## src/rtl/core/q4k_pkg.sv

```systemverilog
// shared types and constants for the q4_k x q8_k dot product unit
// no dependencies
`timescale 1ns / 1ps
`default_nettype none

package q4k_pkg;

  localparam int InDataW = 112;
  localparam int OutDataW = 32;
  localparam logic [3:0] NibbleMask = 4'hF;
  localparam logic [31:0] QuietNan = 32'h7FC0_0000;
  localparam logic [31:0] NegZero = 32'h8000_0000;

  typedef enum logic [2:0] {
    STEP_CONV_INT,
    STEP_FMA_INT,
    STEP_CONV_MIN,
    STEP_FMA_MIN,
    STEP_MUL_WS,
    STEP_MUL_WM
  } step_t;

  typedef struct packed {
    logic              func;
    logic [15:0]       weight_scale_half;
    logic [15:0]       weight_min_half;
    logic [31:0]       act_scale_bits;
    logic [7:0]        quant_byte;
    logic signed [7:0] act_low;
    logic signed [7:0] act_high;
    logic [5:0]        scale_low;
    logic [5:0]        scale_high;
    logic [5:0]        min_low;
    logic [5:0]        min_high;
    logic              last_item;
  } item_t;

  typedef struct packed {
    logic  start;
    step_t step;
    logic  accum;
    logic  hdr_latch;
    logic  emit;
  } dp_cmd_t;

  typedef struct packed {
    logic done;
    logic pending;
    logic out_busy;
  } dp_status_t;

  typedef struct packed {
    logic               start;
    logic               conv;
    logic               neg;
    logic [31:0]        a;
    logic [31:0]        b;
    logic [31:0]        c;
    logic signed [31:0] ival;
  } fpu_req_t;

  typedef struct packed {
    logic        done;
    logic [31:0] res;
  } fpu_rsp_t;

endpackage

`default_nettype wire

```

## src/rtl/core/q4k_fpu.sv

```systemverilog
// multi-cycle binary32 fused multiply-add and integer-to-float converter
// depends on q4k_pkg
`timescale 1ns / 1ps
`default_nettype none

module q4k_fpu (
  input  wire                clk,
  input  wire                rst_n,
  input  q4k_pkg::fpu_req_t  req,
  output q4k_pkg::fpu_rsp_t  rsp
);
  import q4k_pkg::*;

  typedef enum logic [4:0] {
    F_IDLE = 5'b00001,
    F_MUL  = 5'b00010,
    F_ADD  = 5'b00100,
    F_NORM = 5'b01000,
    F_RND  = 5'b10000
  } fstate_t;

  fstate_t st_r, st_nxt;

  logic               conv_r, neg_r;
  logic [31:0]        a_r, b_r, c_r;
  logic signed [31:0] ival_r;
  logic [47:0]        mp_r;
  logic [23:0]        mc_r;
  logic signed [11:0] ep_r, ec_r, be_r;
  logic               sp_r, sc_r, cz_r, sign_r;
  logic               spec_r;
  logic [31:0]        specv_r;
  logic [79:0]        mag_r;
  logic [31:0]        res_r;
  logic               done_r;

  // unpack
  logic [7:0]  ea, eb, ec;
  logic [22:0] fa, fb, fc;
  logic        nan_a, nan_b, nan_c, inf_a, inf_b, inf_c, zero_a, zero_b, zero_c;
  logic        sp;

  always_comb begin
    ea = a_r[30:23];
    eb = b_r[30:23];
    ec = c_r[30:23];
    fa = a_r[22:0];
    fb = b_r[22:0];
    fc = c_r[22:0];
    nan_a = (ea == 8'hFF) && (fa != 23'd0);
    nan_b = (eb == 8'hFF) && (fb != 23'd0);
    nan_c = (ec == 8'hFF) && (fc != 23'd0);
    inf_a = (ea == 8'hFF) && (fa == 23'd0);
    inf_b = (eb == 8'hFF) && (fb == 23'd0);
    inf_c = (ec == 8'hFF) && (fc == 23'd0);
    zero_a = (ea == 8'd0) && (fa == 23'd0);
    zero_b = (eb == 8'd0) && (fb == 23'd0);
    zero_c = (ec == 8'd0) && (fc == 23'd0);
    sp = a_r[31] ^ b_r[31] ^ neg_r;
  end

  // multiply stage
  logic [23:0]        ma, mb, mc;
  logic signed [11:0] eea, eeb, eec;
  logic               m_spec, m_nan;
  logic [31:0]        m_specv;
  logic [31:0]        iabs;

  always_comb begin
    ma = {(ea != 8'd0), fa};
    mb = {(eb != 8'd0), fb};
    mc = {(ec != 8'd0), fc};
    eea = $signed({4'd0, (ea == 8'd0) ? 8'd1 : ea});
    eeb = $signed({4'd0, (eb == 8'd0) ? 8'd1 : eb});
    eec = $signed({4'd0, (ec == 8'd0) ? 8'd1 : ec});
    m_nan = nan_a | nan_b | nan_c | (inf_a & zero_b) | (inf_b & zero_a) |
            ((inf_a | inf_b) & inf_c & (sp != c_r[31]));
    m_spec = 1'b1;
    m_specv = QuietNan;
    if (m_nan) begin
      m_specv = QuietNan;
    end else if (inf_a | inf_b) begin
      m_specv = {sp, 8'hFF, 23'd0};
    end else if (inf_c) begin
      m_specv = c_r;
    end else if (zero_a | zero_b) begin
      m_specv = zero_c ? {sp & c_r[31], 31'd0} : c_r;
    end else begin
      m_spec = 1'b0;
    end
    iabs = ival_r[31] ? 32'(-ival_r) : ival_r;
  end

  // align and add stage
  logic signed [11:0] tp, tc, ebase, pos, rs;
  logic               plarge, s_l, s_s;
  logic [79:0]        major, aligned;
  logic [47:0]        minor, kept, lmask;
  logic [80:0]        tot;

  always_comb begin
    tp = ep_r + 12'sd48;
    tc = ec_r + 12'sd24;
    plarge = cz_r || (tp >= tc);
    ebase = plarge ? (ep_r - 12'sd31) : (ec_r - 12'sd55);
    major = plarge ? {1'b0, mp_r, 31'd0} : {1'b0, mc_r, 55'd0};
    minor = plarge ? {24'd0, mc_r} : mp_r;
    s_l = plarge ? sp_r : sc_r;
    s_s = plarge ? sc_r : sp_r;
    pos = (plarge ? ec_r : ep_r) - ebase;
    rs = 12'sd1 - pos;
    kept = minor >> rs[5:0];
    lmask = ~({48{1'b1}} << rs[5:0]);
    if (pos >= 12'sd1) begin
      aligned = {32'd0, minor} << pos[6:0];
    end else if (rs > 12'sd48) begin
      aligned = {79'd0, |minor};
    end else begin
      aligned = {31'd0, kept, |(minor & lmask)};
    end
    if (s_l == s_s) begin
      tot = {1'b0, major} + {1'b0, aligned};
    end else begin
      tot = {1'b0, major} - {1'b0, aligned};
    end
  end

  // rounding stage
  logic signed [11:0] rsh, ben;
  logic [79:0]        sh, rmask;
  logic               lost, g, stk, up;
  logic [23:0]        q, qf;
  logic [24:0]        q25;
  logic [31:0]        rnd_res;

  always_comb begin
    rsh = (be_r < 12'sd1) ? (12'sd1 - be_r) : 12'sd0;
    rmask = ~({80{1'b1}} << rsh[6:0]);
    if (rsh >= 12'sd80) begin
      sh = 80'd0;
      lost = |mag_r;
    end else begin
      sh = mag_r >> rsh[6:0];
      lost = |(mag_r & rmask);
    end
    ben = (be_r < 12'sd1) ? 12'sd1 : be_r;
    q = sh[79:56];
    g = sh[55];
    stk = (|sh[54:0]) | lost;
    up = g & (stk | q[0]);
    q25 = {1'b0, q} + {24'd0, up};
    if (q25[24]) begin
      qf = q25[24:1];
      ben = ben + 12'sd1;
    end else begin
      qf = q25[23:0];
    end
    if (spec_r) begin
      rnd_res = specv_r;
    end else if (!qf[23]) begin
      rnd_res = {sign_r, 8'd0, qf[22:0]};
    end else if (ben >= 12'sd255) begin
      rnd_res = {sign_r, 8'hFF, 23'd0};
    end else begin
      rnd_res = {sign_r, ben[7:0], qf[22:0]};
    end
  end

  always_comb begin
    st_nxt = st_r;
    case (st_r)
      F_IDLE: if (req.start) st_nxt = F_MUL;
      F_MUL: begin
        if (conv_r) st_nxt = (iabs == 32'd0) ? F_RND : F_NORM;
        else st_nxt = m_spec ? F_RND : F_ADD;
      end
      F_ADD: st_nxt = (tot[79:0] == 80'd0) ? F_RND : F_NORM;
      F_NORM: if (mag_r[79] || be_r <= 12'sd1) st_nxt = F_RND;
      F_RND: st_nxt = F_IDLE;
      default: st_nxt = F_IDLE;
    endcase
  end

  always_ff @(posedge clk) begin
    if (!rst_n) begin
      st_r <= F_IDLE;
      done_r <= 1'b0;
    end else begin
      st_r <= st_nxt;
      done_r <= (st_r == F_RND);
    end
  end

  always_ff @(posedge clk) begin
    case (st_r)
      F_IDLE: begin
        if (req.start) begin
          conv_r <= req.conv;
          neg_r <= req.neg;
          a_r <= req.a;
          b_r <= req.b;
          c_r <= req.c;
          ival_r <= req.ival;
        end
      end
      F_MUL: begin
        mp_r <= ma * mb;
        mc_r <= mc;
        ep_r <= eea + eeb - 12'sd300;
        ec_r <= eec - 12'sd150;
        sp_r <= sp;
        sc_r <= c_r[31];
        cz_r <= zero_c;
        if (conv_r) begin
          spec_r <= (iabs == 32'd0);
          specv_r <= 32'd0;
          mag_r <= {48'd0, iabs};
          be_r <= 12'sd206;
          sign_r <= ival_r[31];
        end else begin
          spec_r <= m_spec;
          specv_r <= m_specv;
        end
      end
      F_ADD: begin
        be_r <= ebase + 12'sd206;
        if (tot[80]) begin
          mag_r <= 80'(-tot);
          sign_r <= s_s;
        end else begin
          mag_r <= tot[79:0];
          sign_r <= s_l;
        end
        if (tot[79:0] == 80'd0) begin
          spec_r <= 1'b1;
          specv_r <= 32'd0;
        end
      end
      F_NORM: begin
        if (!mag_r[79] && be_r > 12'sd1) begin
          if (mag_r[79:72] == 8'd0 && be_r > 12'sd8) begin
            mag_r <= mag_r << 8;
            be_r <= be_r - 12'sd8;
          end else begin
            mag_r <= mag_r << 1;
            be_r <= be_r - 12'sd1;
          end
        end
      end
      F_RND: res_r <= rnd_res;
      default: ;
    endcase
  end

  assign rsp.done = done_r;
  assign rsp.res = res_r;

endmodule

`default_nettype wire

```

## src/rtl/core/q4k_dp.sv

```systemverilog
// datapath: integer sums, scale and accumulator registers, result register
// depends on q4k_pkg and q4k_fpu
`timescale 1ns / 1ps
`default_nettype none

module q4k_dp (
  input  wire                  clk,
  input  wire                  rst_n,
  input  q4k_pkg::item_t       item,
  input  q4k_pkg::dp_cmd_t     cmd,
  output q4k_pkg::dp_status_t  status,
  input  wire                  out_tready,
  output logic                 out_valid,
  output logic [31:0]          out_data
);
  import q4k_pkg::*;

  function automatic logic [31:0] half_to_single(input logic [15:0] h);
    logic [4:0]  e;
    logic [9:0]  m;
    logic [3:0]  p;
    logic [9:0]  mn;
    logic [31:0] r;
    e = h[14:10];
    m = h[9:0];
    p = 4'd0;
    for (int i = 0; i < 10; i++) begin
      if (m[i]) p = 4'(i);
    end
    mn = m << (4'd10 - p);
    if (e == 5'h1F) begin
      r = (m != 10'd0) ? ({h[15], 31'd0} | QuietNan | {9'd0, m, 13'd0})
                       : {h[15], 8'hFF, 23'd0};
    end else if (e == 5'd0) begin
      r = (m == 10'd0) ? {h[15], 31'd0}
                       : {h[15], 8'(p) + 8'd103, mn, 13'd0};
    end else begin
      r = {h[15], 8'(e) + 8'd112, m, 13'd0};
    end
    return r;
  endfunction

  logic [31:0] int_sum_r, acc_r, sws_r, sms_r, tmp_r;
  logic [23:0] min_sum_r;
  logic        pending_r;
  logic [15:0] hws_r, hwm_r;
  logic [31:0] hact_r;
  logic        out_valid_r;
  logic [31:0] out_data_r;

  logic [3:0]         lo, hi;
  logic signed [17:0] p_lo, p_hi;
  logic signed [18:0] p_sum;
  logic signed [15:0] m_sum;
  fpu_req_t           freq;
  fpu_rsp_t           frsp;

  always_comb begin
    lo = item.quant_byte[3:0] & NibbleMask;
    hi = item.quant_byte[7:4] & NibbleMask;
    p_lo = $signed({1'b0, lo}) * $signed(item.act_low) * $signed({1'b0, item.scale_low});
    p_hi = $signed({1'b0, hi}) * $signed(item.act_high) * $signed({1'b0, item.scale_high});
    p_sum = {p_lo[17], p_lo} + {p_hi[17], p_hi};
    m_sum = $signed(item.act_low) * $signed({1'b0, item.min_low}) +
            $signed(item.act_high) * $signed({1'b0, item.min_high});
  end

  always_comb begin
    freq.start = cmd.start;
    freq.conv = 1'b0;
    freq.neg = 1'b0;
    freq.a = tmp_r;
    freq.b = sws_r;
    freq.c = acc_r;
    freq.ival = $signed(int_sum_r);
    case (cmd.step)
      STEP_CONV_INT: freq.conv = 1'b1;
      STEP_FMA_INT: ;
      STEP_CONV_MIN: begin
        freq.conv = 1'b1;
        freq.ival = $signed({{8{min_sum_r[23]}}, min_sum_r});
      end
      STEP_FMA_MIN: begin
        freq.b = sms_r;
        freq.neg = 1'b1;
      end
      STEP_MUL_WS: begin
        freq.a = half_to_single(hws_r);
        freq.b = hact_r;
        freq.c = NegZero;
      end
      STEP_MUL_WM: begin
        freq.a = half_to_single(hwm_r);
        freq.b = hact_r;
        freq.c = NegZero;
      end
      default: ;
    endcase
  end

  q4k_fpu u_fpu (
    .clk   (clk),
    .rst_n (rst_n),
    .req   (freq),
    .rsp   (frsp)
  );

  always_ff @(posedge clk) begin
    if (!rst_n) begin
      int_sum_r <= 32'd0;
      min_sum_r <= 24'd0;
      acc_r <= 32'd0;
      sws_r <= 32'd0;
      sms_r <= 32'd0;
      pending_r <= 1'b0;
      out_valid_r <= 1'b0;
    end else begin
      if (out_valid_r && out_tready) out_valid_r <= 1'b0;
      if (cmd.accum) begin
        int_sum_r <= int_sum_r + {{13{p_sum[18]}}, p_sum};
        min_sum_r <= min_sum_r + {{8{m_sum[15]}}, m_sum};
        pending_r <= 1'b1;
      end
      if (cmd.emit) begin
        out_valid_r <= 1'b1;
        acc_r <= 32'd0;
      end
      if (frsp.done) begin
        case (cmd.step)
          STEP_CONV_INT, STEP_CONV_MIN: ;
          STEP_FMA_INT: acc_r <= frsp.res;
          STEP_FMA_MIN: begin
            acc_r <= frsp.res;
            int_sum_r <= 32'd0;
            min_sum_r <= 24'd0;
            pending_r <= 1'b0;
          end
          STEP_MUL_WS: sws_r <= frsp.res;
          STEP_MUL_WM: sms_r <= frsp.res;
          default: ;
        endcase
      end
    end
  end

  always_ff @(posedge clk) begin
    if (cmd.hdr_latch) begin
      hws_r <= item.weight_scale_half;
      hwm_r <= item.weight_min_half;
      hact_r <= item.act_scale_bits;
    end
    if (frsp.done && (cmd.step == STEP_CONV_INT || cmd.step == STEP_CONV_MIN)) begin
      tmp_r <= frsp.res;
    end
    if (cmd.emit) out_data_r <= acc_r;
  end

  assign status.done = frsp.done;
  assign status.pending = pending_r;
  assign status.out_busy = out_valid_r;
  assign out_valid = out_valid_r;
  assign out_data = out_data_r;

endmodule

`default_nettype wire

```

## src/rtl/core/q4k_ctrl.sv

```systemverilog
// controller: input handshake and sequencing of the float steps
// depends on q4k_pkg
`timescale 1ns / 1ps
`default_nettype none

module q4k_ctrl (
  input  wire                  clk,
  input  wire                  rst_n,
  input  wire                  in_tvalid,
  input  wire                  func,
  input  wire                  last_item,
  input  q4k_pkg::dp_status_t  status,
  output logic                 in_tready,
  output q4k_pkg::dp_cmd_t     cmd
);
  import q4k_pkg::*;

  typedef enum logic [3:0] {
    S_IDLE  = 4'b0001,
    S_ISSUE = 4'b0010,
    S_WAIT  = 4'b0100,
    S_EMIT  = 4'b1000
  } state_t;

  state_t state_r, state_nxt;
  step_t  step_r, step_nxt;
  logic   hdr_r, hdr_nxt;

  always_comb begin
    state_nxt = state_r;
    step_nxt = step_r;
    hdr_nxt = hdr_r;
    cmd.start = 1'b0;
    cmd.step = step_r;
    cmd.accum = 1'b0;
    cmd.hdr_latch = 1'b0;
    cmd.emit = 1'b0;
    in_tready = (state_r == S_IDLE);
    case (state_r)
      S_IDLE: begin
        if (in_tvalid) begin
          if (func) begin
            cmd.accum = 1'b1;
            if (last_item) begin
              hdr_nxt = 1'b0;
              step_nxt = STEP_CONV_INT;
              state_nxt = S_ISSUE;
            end
          end else begin
            cmd.hdr_latch = 1'b1;
            hdr_nxt = 1'b1;
            step_nxt = status.pending ? STEP_CONV_INT : STEP_MUL_WS;
            state_nxt = S_ISSUE;
          end
        end
      end
      S_ISSUE: begin
        cmd.start = 1'b1;
        state_nxt = S_WAIT;
      end
      S_WAIT: begin
        if (status.done) begin
          state_nxt = S_ISSUE;
          case (step_r)
            STEP_CONV_INT: step_nxt = STEP_FMA_INT;
            STEP_FMA_INT:  step_nxt = STEP_CONV_MIN;
            STEP_CONV_MIN: step_nxt = STEP_FMA_MIN;
            STEP_FMA_MIN: begin
              if (hdr_r) step_nxt = STEP_MUL_WS;
              else state_nxt = S_EMIT;
            end
            STEP_MUL_WS: step_nxt = STEP_MUL_WM;
            STEP_MUL_WM: state_nxt = S_IDLE;
            default: state_nxt = S_IDLE;
          endcase
        end
      end
      S_EMIT: begin
        if (!status.out_busy) begin
          cmd.emit = 1'b1;
          state_nxt = S_IDLE;
        end
      end
      default: state_nxt = S_IDLE;
    endcase
  end

  always_ff @(posedge clk) begin
    if (!rst_n) begin
      state_r <= S_IDLE;
      step_r <= STEP_CONV_INT;
      hdr_r <= 1'b0;
    end else begin
      state_r <= state_nxt;
      step_r <= step_nxt;
      hdr_r <= hdr_nxt;
    end
  end

endmodule

`default_nettype wire

```

## src/rtl/core/q4k_q8k_dot_product_unit.sv

```systemverilog
// top level of the q4_k x q8_k row dot product unit
// depends on q4k_pkg, q4k_ctrl, q4k_dp
`timescale 1ns / 1ps
`default_nettype none

// Streams one weight byte per beat: a data beat that is not the last of a row is
// taken while the controller stays idle, so such beats follow each other at full
// rate. A header beat or the last data beat of a row runs a sequence on the single
// shared float unit: folding a superblock is four float steps (two int-to-float
// conversions, two fused multiply-adds) and a header adds two multiplies. A step
// skips to rounding when a factor is zero, an operand is infinite or nan, or a
// converted integer is zero; else its length is set by the normalising shift loop
// (eight bits or one bit a cycle). The last beat of a row also loads the output
// register once it is free. in_tready stays low during a sequence. The result
// waits in an output register while new beats are taken.
module q4k_q8k_dot_product_unit (
  input  wire          clk,
  input  wire          rst_n,
  input  wire          in_tvalid,
  output logic         in_tready,
  // weight_scale_half, weight_min_half, act_scale_bits, quant_byte, act_low,
  // act_high, scale_low, scale_high, min_low, min_high
  input  wire [q4k_pkg::InDataW-1:0] in_tdata,
  input  wire          in_tuser,   // func
  input  wire          in_tlast,   // last_item
  output logic         out_tvalid,
  input  wire          out_tready,
  output logic [q4k_pkg::OutDataW-1:0] out_tdata  // dot_result_bits
);
  import q4k_pkg::*;

  item_t      item;
  dp_cmd_t    cmd;
  dp_status_t status;

  always_comb begin
    item.func = in_tuser;
    item.weight_scale_half = in_tdata[15:0];
    item.weight_min_half = in_tdata[31:16];
    item.act_scale_bits = in_tdata[63:32];
    item.quant_byte = in_tdata[71:64];
    item.act_low = in_tdata[79:72];
    item.act_high = in_tdata[87:80];
    item.scale_low = in_tdata[93:88];
    item.scale_high = in_tdata[99:94];
    item.min_low = in_tdata[105:100];
    item.min_high = in_tdata[111:106];
    item.last_item = in_tlast;
  end

  q4k_ctrl u_ctrl (
    .clk       (clk),
    .rst_n     (rst_n),
    .in_tvalid (in_tvalid),
    .func      (item.func),
    .last_item (item.last_item),
    .status    (status),
    .in_tready (in_tready),
    .cmd       (cmd)
  );

  q4k_dp u_dp (
    .clk        (clk),
    .rst_n      (rst_n),
    .item       (item),
    .cmd        (cmd),
    .status     (status),
    .out_tready (out_tready),
    .out_valid  (out_tvalid),
    .out_data   (out_tdata)
  );

`ifndef SYNTHESIS
  a_hdr_blocks: assert property (@(posedge clk) disable iff (!rst_n)
    in_tvalid && in_tready && !in_tuser |=> !in_tready)
    else $error("header beat did not start a sequence");

  a_data_full_rate: assert property (@(posedge clk) disable iff (!rst_n)
    in_tvalid && in_tready && in_tuser && !in_tlast |=> in_tready)
    else $error("plain data beat stalled the input");

  a_result_after_fold: assert property (@(posedge clk) disable iff (!rst_n)
    $rose(out_tvalid) |-> $past(!in_tready))
    else $error("result appeared outside a fold sequence");
`endif

endmodule

`default_nettype wire
```

## config.mk

```make
export PLATFORM = sky130hd
export DESIGN_NAME = q4k_q8k_dot_product_unit
export DESIGN_NICKNAME = d
export VERILOG_FILES = /design/src/rtl/core/q4k_pkg.sv /design/src/rtl/core/q4k_fpu.sv /design/src/rtl/core/q4k_dp.sv /design/src/rtl/core/q4k_ctrl.sv /design/src/rtl/core/q4k_q8k_dot_product_unit.sv
export SDC_FILE = /design/constraint.sdc
export NUM_CORES = 2
export LEC_CHECK = 0
export ABC_AREA = 0
export BUFFER_PORTS_ARGS = -buffer_cell sky130_fd_sc_hd__buf_2
export CAP_MARGIN = 20
export CORE_AREA = 4 4 494 374
export DETAILED_ROUTE_END_ITERATION = 8
export DIE_AREA = 0 0 498 378
export HOLD_SLACK_MARGIN = 0.06
export MAX_ROUTING_LAYER = met4
export PLACE_DENSITY = 0.71
export SLEW_MARGIN = 25
export SYNTH_ARGS = -nofsm -noshare
export SYNTH_HDL_FRONTEND = slang
export SYNTH_SLANG_ARGS = --single-unit
```

## constraint.sdc

```tcl
create_clock -name clk -period 19.3 [get_ports clk]
set_input_delay 2.895 -clock clk [delete_from_list [all_inputs] [get_ports clk]]
set_output_delay 2.895 -clock clk [all_outputs]
set_load 0.01 [all_outputs]
```

Word-level counts from Yosys, hierarchy flattened
Cells that the tools add are included.
Widths: inputs -> output; s select.
{"block": "op_classes", "add_sub_neg": 29, "n_mul": 7, "n_lt_le_gt_ge": 9, "n_eq_ne": 33, "n_shift": 7, "mux": 128, "bitwise_logic": 23, "n_reduce_logical": 62}
{"operator": "$mux 32", "n": 20}
{"operator": "$mux 80", "n": 6}
{"operator": "$pmux 80 s3", "n": 1}
{"operator": "$pmux 32 s2", "n": 3}
{"operator": "$mux 31", "n": 6}
{"operator": "$reduce_or 80->1", "n": 2}
{"operator": "$mux 12", "n": 8}
{"operator": "$mux 24", "n": 4}
{"operator": "$reduce_or 48->1", "n": 2}
{"operator": "$add 79x80->81", "n": 1}
{"operator": "$mux 81", "n": 1}
{"operator": "$sub 79x80->81", "n": 1}
{"operator": "$and 80x80->80", "n": 1}
{"operator": "$logic_not 80->1", "n": 1}
{"operator": "$neg 80->80", "n": 1}
{"operator": "$not 80->80", "n": 1}
{"operator": "$shl 48x7->80", "n": 1}
{"operator": "$shl 80x7->80 const A", "n": 1}
{"operator": "$shr 80x7->80", "n": 1}
{"operator": "$mux 79", "n": 1}
{"operator": "$logic_not 23->1", "n": 3}
{"operator": "$reduce_bool 23->1", "n": 3}
{"operator": "$or 32x23->32", "n": 2}
{"operator": "$reduce_or 55->1", "n": 1}
{"operator": "other kinds (95)", "n": 226}
{"block": "totals", "reg_bits": 683, "input_bits": 118, "elab_cells": 334}

Depth between registers and ports, before layout
{"block": "depth", "depth_word": 17, "ltp_mapped": 74, "depth_no_buf": 56}

Hierarchy
Synthesis repeated with hierarchy kept, for this count alone.
{"block": "unflattened", "cells_unflattened": 10545, "area_unflattened_um2": 90692.0}
{"mod": "q4k_fpu", "instances": 1, "cells_each": 7460, "area_each_um2": 62600.0}
{"mod": "q4k_dp", "instances": 1, "cells_each": 3026, "area_each_um2": 27585.2}
{"mod": "q4k_ctrl", "instances": 1, "cells_each": 59, "area_each_um2": 506.7}

Least setup slack after synthesis
OpenSTA, ideal clock, no wires.
{"block": "synth_path", "kind": "register to register", "startpoint": "register u_dp.u_fpu.ep_r[6]", "endpoint": "register u_dp.u_fpu.spec_r, enable pin", "arrival_ns": 17.259, "setup_slack_ns": 1.572, "path_stages_with_launch": 68, "synth_period_minus_slack_ns": 17.728, "cell_sequence": "edfxtp_1 clkbuf_1 nand3_1 a21oi_1 xor2_1 ha_1 a211oi_1 or2_1 clkbuf_1 o211ai_1 o21ai_0 clkbuf_1 clkbuf_1 clkbuf_1 clkbuf_1 clkbuf_1 buf_1 a21o_1 (+32 left out) a2111oi_0 o21ai_0 a311o_1 o21bai_1 o311a_1 a31oi_1 o21ai_0 a21oi_1 o21bai_1 a21oi_1 xor2_1 nand4_1 nor3_1 and3_1 and4_1 clkbuf_1 nand2_1 o21ai_0"}
{"block": "synth_between", "elab_chain_len": 17, "word_cells_on_any_way": 30, "cone_classes": "add/sub: 6; order compare: 3; eq/ne: 2; shift: 3; mux: 9; bitwise: 2; reduce/logical: 5"}
{"element": "from (decl)", "line_no": "q4k_fpu.sv:29", "source": "logic signed [11:0] ep_r, ec_r, be_r;"}
{"element": "from (signal assigned)", "line_no": "q4k_fpu.sv:209", "source": "ep_r <= eea + eeb - 12'sd300;"}
{"element": "$add 12x7->12", "line_no": "q4k_fpu.sv:102", "source": "tp = ep_r + 12'sd48;"}
{"element": "$ge 12x12->1", "line_no": "q4k_fpu.sv:104", "source": "plarge = cz_r || (tp >= tc);"}
{"element": "$logic_or 1x1->1", "line_no": "q4k_fpu.sv:104"}
{"element": "$mux 12 (on tied branches)", "line_no": "q4k_fpu.sv:110, q4k_fpu.sv:105"}
{"element": "$sub 12x12->12", "line_no": "q4k_fpu.sv:110", "source": "pos = (plarge ? ec_r : ep_r) - ebase;"}
{"element": "$sub 2x12->12", "line_no": "q4k_fpu.sv:111", "source": "rs = 12'sd1 - pos;"}
{"element": "$shl 48x6->48", "line_no": "q4k_fpu.sv:113", "source": "lmask = ~({48{1'b1}} << rs[5:0]);"}
{"element": "$not 48->48", "line_no": "q4k_fpu.sv:113"}
{"element": "$and 48x48->48", "line_no": "q4k_fpu.sv:119", "source": "aligned = {31'd0, kept, |(minor & lmask)};"}
{"element": "$reduce_or 48->1", "line_no": "q4k_fpu.sv:119"}
{"element": "$mux 49", "line_no": "q4k_fpu.sv:116", "source": "end else if (rs > 12'sd48) begin"}
{"element": "$mux 80", "line_no": "q4k_fpu.sv:114", "source": "if (pos >= 12'sd1) begin"}
{"element": "$sub 79x80->81 / $add 79x80->81 (equally long branches)", "line_no": "q4k_fpu.sv:124, q4k_fpu.sv:122"}
{"element": "$mux 81 *", "line_no": "q4k_fpu.sv:121", "source": "if (s_l == s_s) begin"}
{"element": "$logic_not 80->1 *", "line_no": "q4k_fpu.sv:234", "source": "if (tot[79:0] == 80'd0) begin"}
{"element": "$ne 2x2->1 (no source line) *"}
{"element": "$reduce_and 2->1 (no source line) *"}
{"element": "to (signal assigned)", "line_no": "q4k_fpu.sv:215", "source": "spec_r <= (iabs == 32'd0);"}
{"element": "to (signal assigned)", "line_no": "q4k_fpu.sv:221", "source": "spec_r <= m_spec;"}
{"element": "to (decl)", "line_no": "q4k_fpu.sv:31", "source": "logic spec_r;"}
Mark *: on every way between the ends. The rest lies on a longest branch, timed or not.
A chain may end at the register's enable or synchronous reset.

Worst setup path after layout
{"block": "layout_path", "startpoint": "register u_dp.u_fpu.ec_r[3]", "endpoint": "register u_dp.u_fpu.mag_r[20], data pin"}
{"block": "layout_between", "elab_chain_len": 17, "word_cells_on_any_way": 30, "cone_classes": "add/sub: 7; order compare: 3; eq/ne: 1; shift: 3; mux: 11; bitwise: 2; reduce/logical: 3"}
{"element": "from (decl)", "line_no": "q4k_fpu.sv:29"}
{"element": "from (signal assigned)", "line_no": "q4k_fpu.sv:210", "source": "ec_r <= eec - 12'sd150;"}
{"element": "$add 12x6->12", "line_no": "q4k_fpu.sv:103", "source": "tc = ec_r + 12'sd24;"}
{"element": "$ge 12x12->1", "line_no": "q4k_fpu.sv:104"}
{"element": "$logic_or 1x1->1", "line_no": "q4k_fpu.sv:104"}
{"element": "$mux 12 (on tied branches)", "line_no": "q4k_fpu.sv:110, q4k_fpu.sv:105"}
{"element": "$sub 12x12->12", "line_no": "q4k_fpu.sv:110"}
{"element": "$sub 2x12->12", "line_no": "q4k_fpu.sv:111"}
{"element": "$shl 48x6->48", "line_no": "q4k_fpu.sv:113"}
{"element": "$not 48->48", "line_no": "q4k_fpu.sv:113"}
{"element": "$and 48x48->48", "line_no": "q4k_fpu.sv:119"}
{"element": "$reduce_or 48->1", "line_no": "q4k_fpu.sv:119"}
{"element": "$mux 49", "line_no": "q4k_fpu.sv:116"}
{"element": "$mux 80", "line_no": "q4k_fpu.sv:114"}
{"element": "$sub 79x80->81 / $add 79x80->81 (equally long branches)", "line_no": "q4k_fpu.sv:124, q4k_fpu.sv:122"}
{"element": "$mux 81 *", "line_no": "q4k_fpu.sv:121"}
{"element": "$neg 80->80", "line_no": "q4k_fpu.sv:228", "source": "mag_r <= 80'(-tot);"}
{"element": "$mux 80 *", "line_no": "q4k_fpu.sv:227", "source": "if (tot[80]) begin"}
{"element": "$pmux 80 s3 *", "line_no": "q4k_fpu.sv:195", "source": "case (st_r)"}
{"element": "to (signal assigned)", "line_no": "q4k_fpu.sv:228"}
{"element": "to (signal assigned)", "line_no": "q4k_fpu.sv:231", "source": "mag_r <= tot[79:0];"}
{"element": "to (signal assigned)", "line_no": "q4k_fpu.sv:242", "source": "mag_r <= mag_r << 8;"}
{"element": "to (decl)", "line_no": "q4k_fpu.sv:33", "source": "logic [79:0] mag_r;"}
Marks and branches as above.

==> flow_summary.yaml <==
run_status:
  status: "finished, final reports clean"
floorplan:
  rows: 135
  die-area_sq_mm: 0.188
  start_util_pct: 49.7
  die_width_microns: 498
  ios: 152
  chipHeight_microns: 378
  core_area_sq_mm: 0.180
grt:
  grt_pass1_vias: 81564
  overflow: 0
  grt_pass1_wl_microns: 572000
  antenna_found_initial: 27
  grt.total_usage_pct: 42.3
  grt_max_degree: 75
synthesis:
  syn_nets: 12090
  yosysWarnings: 0
  synthTopCellsByArea: "edfxtp_1 17%, fa_1 16%, ha_1 7.7%, nand2_1 6.7%, a21oi_1 4.2%"
  synth_area_sq_mm: 0.0893
  synth.largest_area_cell: "edfxtp_1"
  yosysTopAreaCellShare_pct: 17.1
  synth_cells: 10727
  synthFlopType: "edfxtp_1"
  synth_area_per_cell_sq_um: 8.33
  synth-seq-area-share_pct: 20.9
  synth_cell_types: 125
  synthArstFlopShare_pct: 0
  yosys_register_bits: 678
  synth_edf_count: 510
clocking:
  clock-sinks: 678
  clockRootBuffer: "clkbuf_16"
  cts_resized: 0
  cts_setup_buffers: 0
  htreeDepth: 3
  holdBufCountCts: 0
  tritoncts: "done"
  clk_path_buf_depth: 3
  clk-insertion-delay-late_ps: 730
  path_clk_slew_ps: 60
  cts_buffers: 73
timing:
  drv_slew: 0
  fin_crit_sh_pct: 87.9
  clock_skew_ps: 42.7
  fin_tns_setup_ps: 0
  rsz0062_at_grt: "no"
  fmax_mhz: 58.9
  timing.final.hold_violations: 0
  worst_pin_slew_ps: 1360
  max_slew_margin_pct: 8.79
  setup_viol: 0
  finalCriticalPeriod_ps: 16970
final_layout:
  drive_gt1_share_pct: 7.99
  most-common-layout-cells: "1,585 x nand2_1, 940 x inv_1, 746 x a21oi_1, 692 x fa_1, 597 x nor2_1"
  nets: 11943
  layout_commonest_cell: "nand2_1"
  areaGrowthSynthToFinish_pct: 7.01
  fillers: 16663
placement:
  place_congestion: 1.11
  numPortBuffers: 151
  hpwlAfterDp_microns: 314000
drt:
  antenna_left: 0
  drc: 0
  vias: 87400
  drt-total-wl_microns: 399000
  wl_per_cell_microns: 30.5
  first_pass_iters: 7
  vias_per_cell: 6.69
  drt_iter0_drc: 12679
critical_path:
  crit_buf_inv: 7
  critical_path.top_delay_family: "compound AO/OA/AOI/OAI gates"
  cpMostUsedCell: "ha_1"
  arrival_ps: 17430
  required_ps: 19760
  cpPeakStageDelay_ps: 780
  crit_path_start_kind: "flop"
  cp_max_fo: 74
  cp_slowest_cell: "ha_2"
  critical_path.endpoint_type: "flop"
  criticalPathCategory: "reg2reg"
flow_run:
  drv_cap: 0
worst_hold_path:
  hold_class: "reg2reg"
-- kinds of logic after synthesis --
| family | count (synthesis) | synth area share, % |
|---|---|---|
| buf+inv | 1600 | 6.91 |
| flops | 678 | 20.9 |
| compound gates | 2460 | 17.9 |
| fa+ha+maj | 1246 | 23.3 |
| xor+xnor | 516 | 5.06 |
| mux | 348 | 5.17 |
| simple gates | 3879 | 20.7 |
-- registers in the layout, summed over array words and instances, names as in the netlist, 4 cells and up --
| register | count |
|---|---|
| u_dp.hact_r | 32 |
| u_dp.u_fpu.specv_r | 32 |
| u_dp.int_sum_r | 32 |
| u_dp.u_fpu.be_r | 12 |
| u_dp.hwm_r | 16 |
| u_dp.sws_r | 32 |
| u_dp.u_fpu.ec_r | 9 |
| u_dp.u_fpu.b_r | 32 |
| u_dp.u_fpu.mc_r | 24 |
| u_dp.hws_r | 16 |
| u_ctrl.state_r | 4 |
| u_dp.out_data | 32 |
| u_dp.min_sum_r | 24 |
| u_dp.u_fpu.a_r | 32 |
| u_dp.acc_r | 32 |
| u_dp.u_fpu.ival_r | 32 |
| u_dp.sms_r | 32 |
| u_dp.u_fpu.c_r | 32 |
| u_dp.u_fpu.st_r | 5 |
| u_dp.u_fpu.mp_r | 48 |
| u_dp.u_fpu.ep_r | 10 |
| u_dp.u_fpu.res_r | 32 |
| u_dp.tmp_r | 32 |
| u_dp.u_fpu.mag_r | 80 |
-- worst reg2reg max path, delay by kind of cell (launching register included) --
family | cells | cell delay [ps]
DFF | 1 | 450
buffers and inverters | 7 | 1800
and+or+nand+nor | 17 | 4930
adders and majority gates | 7 | 2570
AOI/OAI and AO/OA | 23 | 6340
xor gates and xnor gates | 3 | 640
-- routing by layer --
metal | GRT usage, % | vias up | part of all wire [%]
met1 | 60.8 | 43179 | 43
met5 | - | - | 0
li1 | - | 37315 | -
met4 | 14.6 | 0 | 4.4
met3 | 14.0 | 873 | 14
met2 | 54.7 | 6033 | 38
-- final cells by class --
type / instances / area [sq um] / share of cell area [%]
Inverter: 951 / 3570 / 3.74
Timing Repair Buffer: 427 / 2900 / 3.03
Antenna cell: 28 / 70.1 / 0.0733
Clock buffer: 87 / 1930 / 2.02
Tap cell: 2397 / 3000 / 3.14
Sequential cell: 678 / 18700 / 19.5
Multi-Input combinational cell: 8449 / 64900 / 67.9
Clock inverter: 47 / 541 / 0.565
-- metrics by stage --
stage | area, sq um | setup WS (ps) | utilization, % | std cells | hold WS [ps]
after global routing | 95600 | 1380 | 53.2 | 13058 | 472
after global placement | 92900 | 3180 | 51.7 | 12894 | 440
after CTS | 95500 | 2710 | 53.1 | 13034 | 455
after floorplan | 89300 | 1570 | - | 10727 | 421
after detailed placement | 93000 | 2850 | 51.7 | 12900 | 435
final | 95600 | 2330 | 53.2 | 13064 | 459
-- worst paths after layout --
path                       from  cells after the start              endpoint  slack (ps)
max          u_dp.u_fpu.ec_r[3]                     57  u_dp.u_fpu.mag_r[20]        2330
min              u_dp.sms_r[21]                      2        u_dp.sms_r[21]         460
max reg2reg  u_dp.u_fpu.ec_r[3]                     57  u_dp.u_fpu.mag_r[20]        2330
min reg2reg      u_dp.sms_r[21]                      2        u_dp.sms_r[21]         460
-- cell usage after synthesis, drive strengths merged (93+ instances only) --
cell,n
ha,552
o21ai,454
buf,128
fa,693
a211oi,117
xor2,153
mux2i,215
inv,946
nand4,93
nor2b,98
clkbuf,521
o22ai,110
and2,512
nor4,123
a21o,104
nor3,214
a31oi,143
a21oi,753
edfxtp,510
nand2,1593
and3,97
nand3,237
nor2,608
xnor2,363
dfxtp,168
Power is left out: the tool's default activity adds up to more than one toggle a clock period on the data nets, which glitch-free logic cannot reach.
